[src/hw/rtl/slo_pkg.sv]
package slo_pkg;

    localparam int EDGE_MAX = 32;
    localparam int CW       = $clog2(EDGE_MAX);
    localparam int ESW      = $clog2(EDGE_MAX + 1);
    localparam int DEPTH    = EDGE_MAX * EDGE_MAX * EDGE_MAX;
    localparam int AW       = $clog2(DEPTH);

    localparam int SIZE_W  = 6;
    localparam int POS_W   = 7;
    localparam int PICK_W  = 16;
    localparam int KIND_W  = 3;
    localparam int VKIND_W = 4;
    localparam int SITE_W  = 6;

    localparam int N_FACE  = 6;
    localparam int N_EDGE  = 12;
    localparam int PIDX_W  = 5;
    localparam int CNT_W   = $clog2(N_EDGE + 1);
    localparam int SEL_W   = $clog2(N_EDGE);

    localparam logic [PIDX_W-1:0] PROBE_CENTER = 5'd0;
    localparam logic [PIDX_W-1:0] PROBE_FACE0  = 5'd1;
    localparam logic [PIDX_W-1:0] PROBE_EDGE0  = 5'd7;
    localparam logic [PIDX_W-1:0] PROBE_LAST   = 5'd18;

    localparam logic [2:0] OP_QUERY  = 3'd0;
    localparam logic [2:0] OP_PLACE  = 3'd1;
    localparam logic [2:0] OP_REMOVE = 3'd2;
    localparam logic [2:0] OP_FIND   = 3'd3;
    localparam logic [2:0] OP_BORDER = 3'd4;

    localparam logic [1:0] ST_DONE     = 2'd0;
    localparam logic [1:0] ST_BORDER   = 2'd1;
    localparam logic [1:0] ST_OCCUPIED = 2'd2;
    localparam logic [1:0] ST_NO_SITE  = 2'd3;

    localparam logic [VKIND_W-1:0] KIND_EMPTY  = 4'd0;
    localparam logic [VKIND_W-1:0] KIND_BORDER = 4'd8;

    localparam logic [1:0] CFG_SIZE_X = 2'd0;
    localparam logic [1:0] CFG_SIZE_Y = 2'd1;
    localparam logic [1:0] CFG_SIZE_Z = 2'd2;

    localparam logic [SIZE_W-1:0] SIZE_RESET = 6'd31;

    typedef struct packed {
        logic [SIZE_W-1:0] sx;
        logic [SIZE_W-1:0] sy;
        logic [SIZE_W-1:0] sz;
    } sizes_t;

    typedef struct packed {
        logic signed [1:0] dx;
        logic signed [1:0] dy;
        logic signed [1:0] dz;
    } ofs_t;

    // probe 0 is the addressed voxel, 1..6 faces, 7..18 edge neighbours
    function automatic ofs_t probe_ofs(input logic [PIDX_W-1:0] idx);
        ofs_t o;
        case (idx)
            5'd1:    o = '{2'b11, 2'b00, 2'b00};
            5'd2:    o = '{2'b00, 2'b11, 2'b00};
            5'd3:    o = '{2'b00, 2'b00, 2'b11};
            5'd4:    o = '{2'b01, 2'b00, 2'b00};
            5'd5:    o = '{2'b00, 2'b01, 2'b00};
            5'd6:    o = '{2'b00, 2'b00, 2'b01};
            5'd7:    o = '{2'b11, 2'b00, 2'b11};
            5'd8:    o = '{2'b11, 2'b00, 2'b01};
            5'd9:    o = '{2'b01, 2'b00, 2'b11};
            5'd10:   o = '{2'b01, 2'b00, 2'b01};
            5'd11:   o = '{2'b11, 2'b11, 2'b00};
            5'd12:   o = '{2'b11, 2'b01, 2'b00};
            5'd13:   o = '{2'b01, 2'b11, 2'b00};
            5'd14:   o = '{2'b01, 2'b01, 2'b00};
            5'd15:   o = '{2'b00, 2'b11, 2'b11};
            5'd16:   o = '{2'b00, 2'b11, 2'b01};
            5'd17:   o = '{2'b00, 2'b01, 2'b11};
            5'd18:   o = '{2'b00, 2'b01, 2'b01};
            default: o = '{2'b00, 2'b00, 2'b00};
        endcase
        return o;
    endfunction

endpackage

[src/hw/rtl/slo_mod.sv]
module slo_mod (
    input  logic                          clk,
    input  logic                          rst_n,
    input  logic                          start,
    input  logic [slo_pkg::PICK_W-1:0]    dividend,
    input  logic [slo_pkg::CNT_W-1:0]     divisor,
    output logic                          done,
    output logic [slo_pkg::CNT_W-1:0]     rem
);

    localparam int STEP_W = $clog2(slo_pkg::PICK_W);

    logic                         busy_reg, busy_next;
    logic                         done_reg, done_next;
    logic [STEP_W-1:0]            cnt_reg, cnt_next;
    logic [slo_pkg::PICK_W-1:0]   dvd_reg, dvd_next;
    logic [slo_pkg::CNT_W-1:0]    div_reg, div_next;
    logic [slo_pkg::CNT_W-1:0]    rem_reg, rem_next;
    logic [slo_pkg::CNT_W:0]      trial;

    always_comb
    begin
        busy_next = busy_reg;
        done_next = 1'b0;
        cnt_next  = cnt_reg;
        dvd_next  = dvd_reg;
        div_next  = div_reg;
        rem_next  = rem_reg;
        trial     = {rem_reg, dvd_reg[slo_pkg::PICK_W-1]};
        if (start)
        begin
            busy_next = 1'b1;
            cnt_next  = '0;
            dvd_next  = dividend;
            div_next  = divisor;
            rem_next  = '0;
        end
        else if (busy_reg)
        begin
            rem_next = (trial >= {1'b0, div_reg}) ? slo_pkg::CNT_W'(trial - {1'b0, div_reg})
                                                  : slo_pkg::CNT_W'(trial);
            dvd_next = dvd_reg << 1;
            cnt_next = cnt_reg + 1'b1;
            if (cnt_reg == STEP_W'(slo_pkg::PICK_W - 1))
            begin
                busy_next = 1'b0;
                done_next = 1'b1;
            end
        end
    end

    always_ff @(posedge clk or negedge rst_n)
    begin
        if (!rst_n)
        begin
            busy_reg <= 1'b0;
            done_reg <= 1'b0;
            cnt_reg  <= '0;
        end
        else
        begin
            busy_reg <= busy_next;
            done_reg <= done_next;
            cnt_reg  <= cnt_next;
        end
    end

    always_ff @(posedge clk)
    begin
        dvd_reg <= dvd_next;
        div_reg <= div_next;
        rem_reg <= rem_next;
    end

    assign done = done_reg;
    assign rem  = rem_reg;

endmodule

[config.mk]
export PLATFORM = sky130hd
export DESIGN_NAME = slo_mod
export DESIGN_NICKNAME = d
export VERILOG_FILES = /design/src/hw/rtl/slo_pkg.sv /design/src/hw/rtl/slo_mod.sv
export SDC_FILE = /design/constraint.sdc
export NUM_CORES = 1
export LEC_CHECK = 0
export ABC_AREA = 1
export BUFFER_PORTS_ARGS = -buffer_cell sky130_fd_sc_hd__buf_2
export CORE_ASPECT_RATIO = 1.1
export CORE_MARGIN = 1.5
export CORE_UTILIZATION = 40
export CTS_CLUSTER_DIAMETER = 40
export DETAILED_ROUTE_END_ITERATION = 10
export PLACE_DENSITY = 0.71
export SKIP_CTS_REPAIR_TIMING = 1
export SYNTH_ARGS = -nofsm -noshare
export SYNTH_HDL_FRONTEND = slang
export SYNTH_SLANG_ARGS = --single-unit
[constraint.sdc]
create_clock -name clk -period 3.1 [get_ports clk]
set_clock_uncertainty 0.2 [all_clocks]
set_input_delay 0.155 -clock clk [delete_from_list [all_inputs] [get_ports clk]]
set_output_delay 0.155 -clock clk [all_outputs]
set_load 0.005 [all_outputs]
==> impl_metrics.json <==
{
  "track_usage": 0.1350,
  "ir_worst_vdd_uv": 311.3,
  "final_antenna_net_count": 0,
  "startpoint_type": "flip-flop",
  "dr.pass1.iters": 4,
  "antenna-diode-count": 0,
  "period_needed_ns": 1.722,
  "crit_path_max_fanout": 2,
  "dp.cells": 227,
  "ys_warn_count": 0,
  "p_int_uw": 823.0,
  "cts_num_sinks": 30,
  "largest_register_ffs": 16,
  "numCtsBuffers": 5,
  "final_cell_mix": "nand2_1 (67), buf_2 (27), dlygate4sd3_1 (22), edfxtp_1 (20), inv_1 (13)",
  "die_w_um": 60.73,
  "grt_start_max_net_pins": 25,
  "grt_first_pass_wirelength_mm": 3.995,
  "rows": 22,
  "rsz0062_at_grt": "no",
  "core-area_um2": 3413,
  "switching_share": 0.3146,
  "vias_per_cell": 4.447,
  "final_hold_viol_count": 0,
  "nets": 237,
  "clkTransAtPathRegs_ns": 0.09,
  "cp-end-kind": "flip-flop",
  "die_area_um2": 4039,
  "maxSlewViolCount": 0,
  "synth.area.top_cells": "edfxtp_1 (41%), nand2_1 (17%), dfrtp_1 (10%)",
  "syn_avg_cell_area_um2": 9.461,
  "antenna_found_initial": 0,
  "area_growth_pct": 32.00,
  "cts_tree": "built",
  "whs_ns": 0.1547,
  "synth_area_um2": 1466,
  "ys_ff_latch": 30,
  "power_frac_comb": 0.314,
  "ioPinCount": 28,
  "drc_errors": 0,
  "globalRouteOverflowTotal": 0,
  "leakage_uw": 0.0009563,
  "finalNonFillerCells": 257,
  "syn-num-nets": 184,
  "via_count": 1143,
  "drive_above_1_share": 0.2249,
  "gp_congestion": 0.7715,
  "status": "finished, final reports clean",
  "yosys.area.top_type": "edfxtp_1",
  "setup_viol_count_final": 0,
  "synth_cell_type_count": 24,
  "p_seq_frac": 0.437,
  "cp_data_required_time_ns": 3.12,
  "finalPower_uw": 1201,
  "synth_cells": 155,
  "cts_max_level": 2,
  "first_iter_violations": 46,
  "power.net_switching_uw": 377.7,
  "fin_crit_sh": 0.5555,
  "fin_util": 0.5671,
  "clockPowerShare": 0.249,
  "clock_latency_ns": 0.32,
  "cts_root_buf": "clkbuf_4",
  "grt_pass1_vias": 944,
  "cp.arrival_ns": 1.74,
  "maxCapViolCount": 0,
  "crit_type": "flip-flop to flip-flop",
  "layout_commonest_cell": "nand2_1",
  "port_buffers": 27,
  "start_util": 0.4296,
  "hp-class": "input port to flip-flop",
  "die_height_um": 66.50,
  "synth.top_cell.area_share": 0.4096,
  "wl_per_cell_um": 10.71,
  "ys_seq_area_frac": 0.5666,
  "cts_buffer_depth": 2,
  "tightest_slew_ns": 0.5343,
  "fmax_mhz": 580.7,
  "fin_tns_setup_ns": 0,
  "power.density_nw_per_um2": 620.3,
  "hpwl_mm": 1.681,
  "wirelength_mm": 2.752,
  "slew_headroom": 0.6438
}
stage by stage:
| step | worst slack [ns] | cell area (um2) |
|---|---|---|
| after floorplan | 1.480 | 1466 |
| after global placement | 1.450 | 1640 |
| after detailed placement | 1.368 | 1640 |
| after CTS | 1.370 | 1715 |
| after global routing | 1.242 | 1936 |
| final | 1.378 | 1936 |
cell type report:
type,instances,area [um2]
Clock buffer,6,41.29
Clock inverter,2,33.78
Fill cell,308,1478
Inverter,18,67.56
Multi-Input combinational cell,104,546.8
Sequential cell,30,830.8
Tap cell,48,60.06
Timing Repair Buffer,49,355.3
kinds of logic (layout without fill, tap and decap cells):
logic type      count (synthesis)  in the layout  share of synthesized area
simple gates                   90             90                     0.2841
flops                          30             30                     0.5666
buf+inv                        21             75                    0.06058
compound gates                  7              7                    0.02645
fa+ha+maj                       6              6                    0.05631
xor+xnor                        1              1                   0.005974
power groups by stage:
stage	Clock, uW	Combinational [uW]	Sequential, uW
2_1_floorplan	0	271	530
3_3_place_gp	0	349	534
3_5_place_dp	0	354	534
4_1_cts	308	357	526
5_1_grt	331	427	533
6_report	299	377	525
critical path: stages, from the launching register on:
cell	delay, ns
edfxtp_1	0.36
inv_1	0.08
ha_1	0.20
inv_2	0.05
fa_1	0.38
xnor2_1	0.16
nand2_1	0.07
nand3_1	0.07
nand2_1	0.06
Yosys cell counts, drive strengths merged:
cell type,instances
buf,3
fa,1
nor4,1
inv,17
nand3,10
dfrtp,6
nor3,1
nor2,6
o21ai,4
dfxtp,4
xnor2,1
nand2,72
ha,5
clkinv,1
edfxtp,20
a21oi,3
worst paths after layout:
| kind | start | end | slack, ns | depth (start not counted) |
|---|---|---|---|---|
| worst max register to register | dvd_reg[15] | rem[2] | 1.38 | 8 |
| worst max-delay path | dvd_reg[15] | rem[2] | 1.38 | 8 |
| worst min register to register | cnt_reg[3] | cnt_reg[3] | 0.27 | 1 |
| max in group asynchronous | rst_n | busy_reg | 1.91 | 3 |
| worst min-delay path | start | div_reg[3] | 0.15 | 1 |
| min in group asynchronous | rst_n | cnt_reg[0] | 0.57 | 3 |
per-layer routing:
| metal | track usage | vias to the layer above | share of wire |
|---|---|---|---|
| met5 | 0 | - | 0 |
| met4 | 0.04891 | 0 | 0.0058 |
| met3 | 0.05631 | 3 | 0.049 |
| met2 | 0.2124 | 29 | 0.50 |
| met1 | 0.1642 | 512 | 0.44 |
| li1 | - | 599 | - |
No activity file was read; power rests on OpenSTA's default activity.
