### src/hw/rtl/slo_pkg.sv
package slo_pkg;

    localparam int EDGE_MAX = 32;
    localparam int CW       = $clog2(EDGE_MAX);
    localparam int ESW      = $clog2(EDGE_MAX + 1);
    localparam int DEPTH    = EDGE_MAX * EDGE_MAX * EDGE_MAX;
    localparam int AW       = $clog2(DEPTH);

    localparam int SIZE_W  = 6;
    localparam int POS_W   = 7;
    localparam int PICK_W  = 16;
    localparam int KIND_W  = 3;
    localparam int VKIND_W = 4;
    localparam int SITE_W  = 6;

    localparam int N_FACE  = 6;
    localparam int N_EDGE  = 12;
    localparam int PIDX_W  = 5;
    localparam int CNT_W   = $clog2(N_EDGE + 1);
    localparam int SEL_W   = $clog2(N_EDGE);

    localparam logic [PIDX_W-1:0] PROBE_CENTER = 5'd0;
    localparam logic [PIDX_W-1:0] PROBE_FACE0  = 5'd1;
    localparam logic [PIDX_W-1:0] PROBE_EDGE0  = 5'd7;
    localparam logic [PIDX_W-1:0] PROBE_LAST   = 5'd18;

    localparam logic [2:0] OP_QUERY  = 3'd0;
    localparam logic [2:0] OP_PLACE  = 3'd1;
    localparam logic [2:0] OP_REMOVE = 3'd2;
    localparam logic [2:0] OP_FIND   = 3'd3;
    localparam logic [2:0] OP_BORDER = 3'd4;

    localparam logic [1:0] ST_DONE     = 2'd0;
    localparam logic [1:0] ST_BORDER   = 2'd1;
    localparam logic [1:0] ST_OCCUPIED = 2'd2;
    localparam logic [1:0] ST_NO_SITE  = 2'd3;

    localparam logic [VKIND_W-1:0] KIND_EMPTY  = 4'd0;
    localparam logic [VKIND_W-1:0] KIND_BORDER = 4'd8;

    localparam logic [1:0] CFG_SIZE_X = 2'd0;
    localparam logic [1:0] CFG_SIZE_Y = 2'd1;
    localparam logic [1:0] CFG_SIZE_Z = 2'd2;

    localparam logic [SIZE_W-1:0] SIZE_RESET = 6'd31;

    typedef struct packed {
        logic [SIZE_W-1:0] sx;
        logic [SIZE_W-1:0] sy;
        logic [SIZE_W-1:0] sz;
    } sizes_t;

    typedef struct packed {
        logic signed [1:0] dx;
        logic signed [1:0] dy;
        logic signed [1:0] dz;
    } ofs_t;

    // probe 0 is the addressed voxel, 1..6 faces, 7..18 edge neighbours
    function automatic ofs_t probe_ofs(input logic [PIDX_W-1:0] idx);
        ofs_t o;
        case (idx)
            5'd1:    o = '{2'b11, 2'b00, 2'b00};
            5'd2:    o = '{2'b00, 2'b11, 2'b00};
            5'd3:    o = '{2'b00, 2'b00, 2'b11};
            5'd4:    o = '{2'b01, 2'b00, 2'b00};
            5'd5:    o = '{2'b00, 2'b01, 2'b00};
            5'd6:    o = '{2'b00, 2'b00, 2'b01};
            5'd7:    o = '{2'b11, 2'b00, 2'b11};
            5'd8:    o = '{2'b11, 2'b00, 2'b01};
            5'd9:    o = '{2'b01, 2'b00, 2'b11};
            5'd10:   o = '{2'b01, 2'b00, 2'b01};
            5'd11:   o = '{2'b11, 2'b11, 2'b00};
            5'd12:   o = '{2'b11, 2'b01, 2'b00};
            5'd13:   o = '{2'b01, 2'b11, 2'b00};
            5'd14:   o = '{2'b01, 2'b01, 2'b00};
            5'd15:   o = '{2'b00, 2'b11, 2'b11};
            5'd16:   o = '{2'b00, 2'b11, 2'b01};
            5'd17:   o = '{2'b00, 2'b01, 2'b11};
            5'd18:   o = '{2'b00, 2'b01, 2'b01};
            default: o = '{2'b00, 2'b00, 2'b00};
        endcase
        return o;
    endfunction

endpackage

### src/hw/rtl/slo_probe.sv
module slo_probe (
    input  logic                               clk,
    input  slo_pkg::sizes_t                    sizes,
    input  logic signed [slo_pkg::POS_W-1:0]   base_x,
    input  logic signed [slo_pkg::POS_W-1:0]   base_y,
    input  logic signed [slo_pkg::POS_W-1:0]   base_z,
    input  logic [slo_pkg::PIDX_W-1:0]         idx,
    output logic [slo_pkg::AW-1:0]             addr,
    output logic                               border_q
);

    localparam int SQW = 2 * slo_pkg::CW;
    localparam int SUW = SQW + 2;

    slo_pkg::ofs_t              ofs;
    logic [slo_pkg::ESW-1:0]    ex, ey, ez;
    logic signed [7:0]          x, y, z;
    logic                       inbox;
    logic [slo_pkg::CW-1:0]     xu, yu, zu;
    logic [slo_pkg::CW-1:0]     cx, cy, cz;
    logic [slo_pkg::CW-1:0]     ax, ay, az;
    logic [SQW-1:0]             sqx, sqy, sqz, rr;
    logic [SUW-1:0]             dsq;

    function automatic logic [slo_pkg::ESW-1:0] eff(input logic [slo_pkg::SIZE_W-1:0] s);
        return (int'(s) > slo_pkg::EDGE_MAX) ? slo_pkg::ESW'(slo_pkg::EDGE_MAX)
                                             : slo_pkg::ESW'(s);
    endfunction

    function automatic logic [slo_pkg::CW-1:0] ctr(input logic [slo_pkg::ESW-1:0] e);
        logic [slo_pkg::ESW-1:0] m;
        m = e - 1'b1;
        return slo_pkg::CW'(m >> 1);
    endfunction

    always_comb
    begin
        ofs = slo_pkg::probe_ofs(idx);
        ex  = eff(sizes.sx);
        ey  = eff(sizes.sy);
        ez  = eff(sizes.sz);
        x   = {base_x[slo_pkg::POS_W-1], base_x} + {{6{ofs.dx[1]}}, ofs.dx};
        y   = {base_y[slo_pkg::POS_W-1], base_y} + {{6{ofs.dy[1]}}, ofs.dy};
        z   = {base_z[slo_pkg::POS_W-1], base_z} + {{6{ofs.dz[1]}}, ofs.dz};
        inbox = !x[7] && !y[7] && !z[7]
             && (8'(x) < 8'(ex)) && (8'(y) < 8'(ey)) && (8'(z) < 8'(ez));
        xu = x[slo_pkg::CW-1:0];
        yu = y[slo_pkg::CW-1:0];
        zu = z[slo_pkg::CW-1:0];
        cx = ctr(ex);
        cy = ctr(ey);
        cz = ctr(ez);
        ax = (xu >= cx) ? xu - cx : cx - xu;
        ay = (yu >= cy) ? yu - cy : cy - yu;
        az = (zu >= cz) ? zu - cz : cz - zu;
        sqx  = SQW'(ax) * SQW'(ax);
        sqy  = SQW'(ay) * SQW'(ay);
        sqz  = SQW'(az) * SQW'(az);
        rr   = SQW'(cx) * SQW'(cx);
        dsq  = SUW'(sqx) + SUW'(sqy) + SUW'(sqz);
        addr = slo_pkg::AW'(slo_pkg::AW'(xu) * slo_pkg::AW'(slo_pkg::EDGE_MAX * slo_pkg::EDGE_MAX)
             + slo_pkg::AW'(yu) * slo_pkg::AW'(slo_pkg::EDGE_MAX) + slo_pkg::AW'(zu));
    end

    always_ff @(posedge clk)
    begin
        border_q <= !inbox || (dsq > SUW'(rr));
    end

endmodule

### config.mk
export PLATFORM = sky130hd
export DESIGN_NAME = slo_probe
export DESIGN_NICKNAME = d
export VERILOG_FILES = /design/src/hw/rtl/slo_pkg.sv /design/src/hw/rtl/slo_probe.sv
export SDC_FILE = /design/constraint.sdc
export NUM_CORES = 1
export LEC_CHECK = 0
export ABC_AREA = 1
export BUFFER_PORTS_ARGS = -buffer_cell sky130_fd_sc_hd__buf_4
export CAP_MARGIN = 20
export CORE_MARGIN = 5
export CORE_UTILIZATION = 63
export CTS_CLUSTER_DIAMETER = 60
export DETAILED_ROUTE_END_ITERATION = 10
export HOLD_SLACK_MARGIN = 0.08
export PLACE_DENSITY = 0.86
export SETUP_SLACK_MARGIN = 0.4
export SYNTH_ARGS = -nofsm -noshare
export SYNTH_HDL_FRONTEND = slang
export SYNTH_SLANG_ARGS = --single-unit
### constraint.sdc
create_clock -name clk -period 11.85 [get_ports clk]
set_clock_uncertainty 0.05 [all_clocks]
set_input_delay 1.185 -clock clk [delete_from_list [all_inputs] [get_ports clk]]
set_output_delay 1.185 -clock clk [all_outputs]
set_load 0.03 [all_outputs]
==> flow_summary.ini, run 1 <==
[status]
outcome = finished clean

[worst_setup_path]
crit_fanout = 7
cp-start-kind = input port
arrival_ns = 10.46
worst_ep_required_time_ns = 11.67
critPathLaunch = idx[1]
crit_buf_inv = 10
cpPeakStageDelay_ns = 0.55
endpoint_kind = flop
crit_slowest_cell = fa_1
criticalPathCategory = in2reg
cp_common_cell = inv_1
cp_top_family = adder cells

[route]
vias_per_cell = 5.40
drt-initial-drc-count = 153
drtPass1Iterations = 4
drc = 0
totalWireLength_mm = 13.1
ant_nets = 0
vias = 5206
wl_per_cell_um = 13.6

[clocking]
cts_hold_buffers = 0
cts_resized = 0
clk_pin_slew_ns = 0
postCtsSetupBuffers = 0

[synth]
yosysSeqAreaShare_pct = 0.352
synthCells = 804
syn-cell-area_um2 = 5690
synth_seq_cells = 1
synth_edf_count = 0
synthTopCellsByArea = ha_1 28%, fa_1 18%, inv_1 11%, nand2_1 10%, a21oi_1 4.8%
synth_ff_type = dfxtp_1
syn_nets = 1025
yosysTopAreaCell = ha_1
async_flop_share_pct = 0
ys_warn_count = 0
synth_top_area_share_pct = 27.5
synth_cell_types = 46
synth.avg_cell_area_um2 = 7.07

[sta]
finalHoldWorstSlack_ns = 1.58
rsz0062_at_grt = false
slew_viol_final = 0
hold_viol_final = 0
tightest_slew_ns = 0.684
setup_ws_ns = 1.21
relSlewSlack_pct = 54.4
period_needed_ns = 10.64
setup_viol_count_final = 0
tns_ns = 0
period_share_pct = 89.8
max_freq_ghz = 0.0940

[job]
cap_violations = 0

[die]
ioPinCount = 61
die_h_um = 105
rows = 34
dieArea_um2 = 11000
start_util_pct = 64.9
core-area_um2 = 8760
die_width_um = 105

[global_route]
grt_start_max_net_pins = 12
grt.overflow.total = 0
grt_antenna_before_repair = 0
grt_pass1_vias = 5258
grt_usage_pct = 23.6
grt_first_pass_wirelength_mm = 22.8

[cells_and_area]
n_antenna_cell = 0
final_common_cell = inv_1
finish.utilization_pct = 71.2
regArea_um2 = 20.0
nets = 1079
layout-drive-gt1-share_pct = 13.3
multi_input_comb_area_um2 = 4980
area_growth_pct = 9.68
largest_reg_flops = 1
regMostFlops = border_q
top_regs = border_q: 1 flops
mostFrequentLayoutCells = 163 x inv_1, 153 x nand2_1, 125 x ha_1, 60 x buf_4, 54 x a21oi_1
fillers = 727

[placement]
place_ws_ns = 1.26
gp_congestion = 0.941
hpwlAfterDp_mm = 11.9
portBuffers = 60

[min_path]
hold_class = reg2out
holdCritStartpoint = border_q
-- synth_stat cells (6+ instances only) --
cell / instances
inv_2: 10
fa_1: 51
xnor2_1: 18
inv_1: 163
ha_1: 125
a21oi_1: 54
o211ai_1: 6
nand4_1: 13
nor2_1: 47
o21ai_0: 16
nand2_1: 153
xor2_1: 29
nand2_2: 16
nand3_1: 37
-- through the flow --
stage / instances / area [um2]
floorplan: 804 / 5690
global placement: 964 / 6240
detailed placement: 964 / 6240
CTS: 964 / 6240
global route: 964 / 6240
finish: 964 / 6240
-- metal layers --
layer	track usage (%)	up-vias	routed length, um
li1	-	2669	-
met1	30.3	2425	5720
met2	44.9	98	6760
met3	1.11	14	479
met4	2.74	0	152
met5	0	-	0
-- kinds of logic after synthesis --
group / Yosys count / synth area share [%]
buffers and inverters: 181 / 12.0
AO/OA/AOI/OAI: 104 / 11.0
XOR/XNOR: 47 / 7.24
flip-flops: 1 / 0.352
AND/OR/NAND/NOR: 295 / 23.9
adder cells (fa/ha/maj): 176 / 45.5
-- area by class of cell --
cell class | instances | area share [%]
Sequential cell | 1 | 0.321
Tap cell | 108 | 2.17
Multi-Input combinational cell | 622 | 79.9
Inverter | 173 | 10.4
Timing Repair Buffer | 60 | 7.22
-- final timing paths --
| check | endpoint | cells after the start | slack (ns) |
|---|---|---|---|
| min | border_q | 1 | 1.58 |
| max | border_q | 45 | 1.21 |
Power of run 1 is left out: the tool's default activity adds up to more than one toggle a clock period on the data nets, which glitch-free logic cannot reach.
==> run 2: changes to the inputs <==
- CORE_ASPECT_RATIO: not set -> 1.25
==> run 2 against run 1 <==
Against the previous run:
- hold slack worse by 0.011 ns
- flip-flop and latch count unchanged
- routed wire length rose by 0.31%
- critical path depth fell by 2
- global-route usage increased by 1.9 points
- maximum frequency decreased by 0.25%
- via count is 2.0% higher
- final area increased by 0.34%
- core utilization up 0.37 points
- cell count increased by 1.2%
==> flow_summary.ini, run 2 (synthesis gave the netlist of run 1 again) <==
[status]
outcome = finished clean

[placement]
portBuffers = 60
gp_congestion = 0.914
hpwlAfterDp_mm = 12.1

[sta]
setup_viol_count_final = 0
period_needed_ns = 10.66
rsz0062_at_grt = false
hold_viol_final = 0
relSlewSlack_pct = 70.6
period_share_pct = 90.0
slew_viol_final = 0
max_freq_ghz = 0.0938
tns_ns = 0
tightest_slew_ns = 0.440

[clocking]
cts_hold_buffers = 0
postCtsSetupBuffers = 0
clk_pin_slew_ns = 0

[die]
start_util_pct = 65.0
die_h_um = 116
ioPinCount = 61
die_width_um = 95.0
rows = 38
core-area_um2 = 8750
dieArea_um2 = 11000

[route]
totalWireLength_mm = 13.2
vias_per_cell = 5.44
vias = 5309
ant_nets = 0
drc = 0
drt-initial-drc-count = 184
wl_per_cell_um = 13.5
drtPass1Iterations = 4

[global_route]
grt.overflow.total = 0
grt_pass1_vias = 5596
grt_usage_pct = 25.5
grt_antenna_before_repair = 0
grt_start_max_net_pins = 12
grt_first_pass_wirelength_mm = 23.5

[cells_and_area]
nets = 1079
regMostFlops = border_q
fillers = 764
area_growth_pct = 10.1
n_antenna_cell = 0
mostFrequentLayoutCells = 163 x inv_1, 153 x nand2_1, 125 x ha_1, 60 x buf_4, 53 x a21oi_1
top_regs = border_q: 1 flops
layout-drive-gt1-share_pct = 13.6
largest_reg_flops = 1
final_common_cell = inv_1

[worst_setup_path]
cp-start-kind = input port
endpoint_kind = flop
criticalPathCategory = in2reg
cpPeakStageDelay_ns = 0.56
cp_common_cell = fa_1
crit_fanout = 9
arrival_ns = 10.49
crit_slowest_cell = fa_1
worst_ep_required_time_ns = 11.67

[min_path]
hold_class = reg2out

[job]
cap_violations = 0
run 2: metrics by stage:
stage	hold WS (ns)	utilization (%)	cell area, um2	setup WS [ns]	instances
floorplan	1.51	-	5690	1.78	804
global placement	1.57	71.5	6250	1.69	976
CTS	1.57	71.5	6250	1.24	976
finish	1.57	71.5	6260	1.19	976
global route	1.58	71.5	6260	0.404	976
detailed placement	1.57	71.5	6250	1.26	976
run 2: layout make-up:
| type | instances | area, um2 | area share (%) |
|---|---|---|---|
| tap | 120 | 150 | 2.40 |
| inverter | 173 | 649 | 10.4 |
| timing repair buffer | 60 | 450 | 7.20 |
| sequential | 1 | 20.0 | 0.320 |
| multi-input combinational | 622 | 4990 | 79.7 |
run 2: per-layer routing:
| layer | GRT usage [%] | vias to the layer above | wire length (um) |
|---|---|---|---|
| li1 | - | 2671 | - |
| met1 | 27.8 | 2462 | 5050 |
| met2 | 51.1 | 136 | 7130 |
| met3 | 2.32 | 40 | 473 |
| met4 | 7.70 | 0 | 490 |
| met5 | 0 | - | 0 |
run 2: critical path, delay by kind of cell:
kind / cells / cell delay (ns)
xor gates and xnor gates: 2 / 0.57
adders and majority gates: 12 / 5.03
and+or+nand+nor: 11 / 1.33
AOI/OAI and AO/OA: 10 / 1.78
buffers and inverters: 8 / 0.61
run 2: what timing repair did:
item,4_1_cts,5_1_grt
setup endpoints to repair,0,1
gates resized for setup,0,2
hold endpoints to repair,0,0
run 2: path summary, 6_finish.rpt:
path / startpoint / endpoint / slack, ns / cells past startpoint
worst max-delay path: idx[0] / border_q / 1.19 / 43
worst min-delay path: border_q / border_q / 1.57 / 1
Power of run 2 is left out for the same reason.
==> run 3: changes to the inputs <==
- CORE_ASPECT_RATIO: 1.25 -> 0.75
==> run 3 against run 2 <==
Against the previous run:
- flip-flop and latch count stayed put
- critical path depth stayed put
- hold slack better by 0.0060 ns
- global-route usage is 0.096 points lower
- largest cell class unchanged
- routed wire length is 3.9% higher
==> flow_summary.ini, run 3 (synthesis gave the netlist of run 1 again) <==
[cells_and_area]
top_regs = border_q: 1 flops
final_common_cell = inv_1
regMostFlops = border_q
n_antenna_cell = 0
mostFrequentLayoutCells = 163 x inv_1, 153 x nand2_1, 125 x ha_1, 60 x buf_4, 54 x a21oi_1
fillers = 719
fin_area_um2 = 6240
finish.utilization_pct = 69.9
nets = 1079
layout-drive-gt1-share_pct = 13.4
area_growth_pct = 9.82
largest_reg_flops = 1

[die]
die_width_um = 120
die_h_um = 92.3
core-area_um2 = 8930
ioPinCount = 61
rows = 30
dieArea_um2 = 11000
start_util_pct = 63.6

[sta]
finalHoldWorstSlack_ns = 1.58
slew_viol_final = 0
tightest_slew_ns = 0.707
max_freq_ghz = 0.0943
period_needed_ns = 10.60
period_share_pct = 89.5
rsz0062_at_grt = false
hold_viol_final = 0
tns_ns = 0
relSlewSlack_pct = 52.9
setup_viol_count_final = 0

[global_route]
grt.overflow.total = 0
grt_pass1_vias = 5357
grt_start_max_net_pins = 12
grt_antenna_before_repair = 0
grt_first_pass_wirelength_mm = 24.0
grt_usage_pct = 25.4

[worst_setup_path]
worst_ep_required_time_ns = 11.67
crit_slowest_cell = a21oi_1
cpPeakStageDelay_ns = 0.56
cp_common_cell = inv_1
criticalPathCategory = in2reg
arrival_ns = 10.43
endpoint_kind = flop
cp-start-kind = input port
crit_fanout = 8

[placement]
place_area_um2 = 6240
hpwlAfterDp_mm = 12.4
portBuffers = 60
gp_congestion = 0.975

[min_path]
hold_class = reg2out

[route]
drtPass1Iterations = 5
ant_nets = 0
vias = 5351
drt-initial-drc-count = 266
vias_per_cell = 5.53
totalWireLength_mm = 13.7
wl_per_cell_um = 14.1
drc = 0

[clocking]
clk_pin_slew_ns = 0
cts_hold_buffers = 0

[status]
outcome = finished clean

[job]
cap_violations = 0
[run 3: cell counts in the layout (fill, tap and decap cells not counted)]
No cell type changed its count.
[run 3: worst max-delay path: cells and delay by family]
family | cells | cell delay, ns
XOR/XNOR | 2 | 0.59
AO/OA/AOI/OAI | 7 | 1.80
AND/OR/NAND/NOR | 13 | 1.46
adder cells (fa/ha/maj) | 11 | 4.58
buffers and inverters | 10 | 0.80
[run 3: metal layers]
layer	wire length [um]	vias up	global-route usage (%)
met5	0	-	0
met4	178	0	3.43
met3	740	16	1.66
met2	6470	159	45.2
met1	6280	2511	34.8
li1	-	2665	-
[run 3: final timing paths]
check | start | to | slack [ns] | cells after the start
worst max-delay path | idx[1] | border_q | 1.25 | 43
worst min-delay path | border_q | border_q | 1.58 | 1
[run 3: metrics by stage]
step                instances  setup WS, ns
finish                    968          1.25
global route              968         0.490
CTS                       968          1.21
detailed placement        968          1.24
global placement          968          1.69
floorplan                 804          1.78
[run 3: layout make-up]
| class | count | area (um2) | area share (%) |
|---|---|---|---|
| multi-input combinational | 622 | 4980 | 79.8 |
| inverter | 173 | 649 | 10.4 |
| timing repair buffer | 60 | 450 | 7.21 |
| tap | 112 | 140 | 2.24 |
| sequential | 1 | 20.0 | 0.321 |
[run 3: what timing repair did]
item | CTS | global route
buffers inserted | 0 | 0
gates resized for setup | 0 | 1
setup endpoints to repair | 0 | 1
Power of run 3 is left out for the same reason.
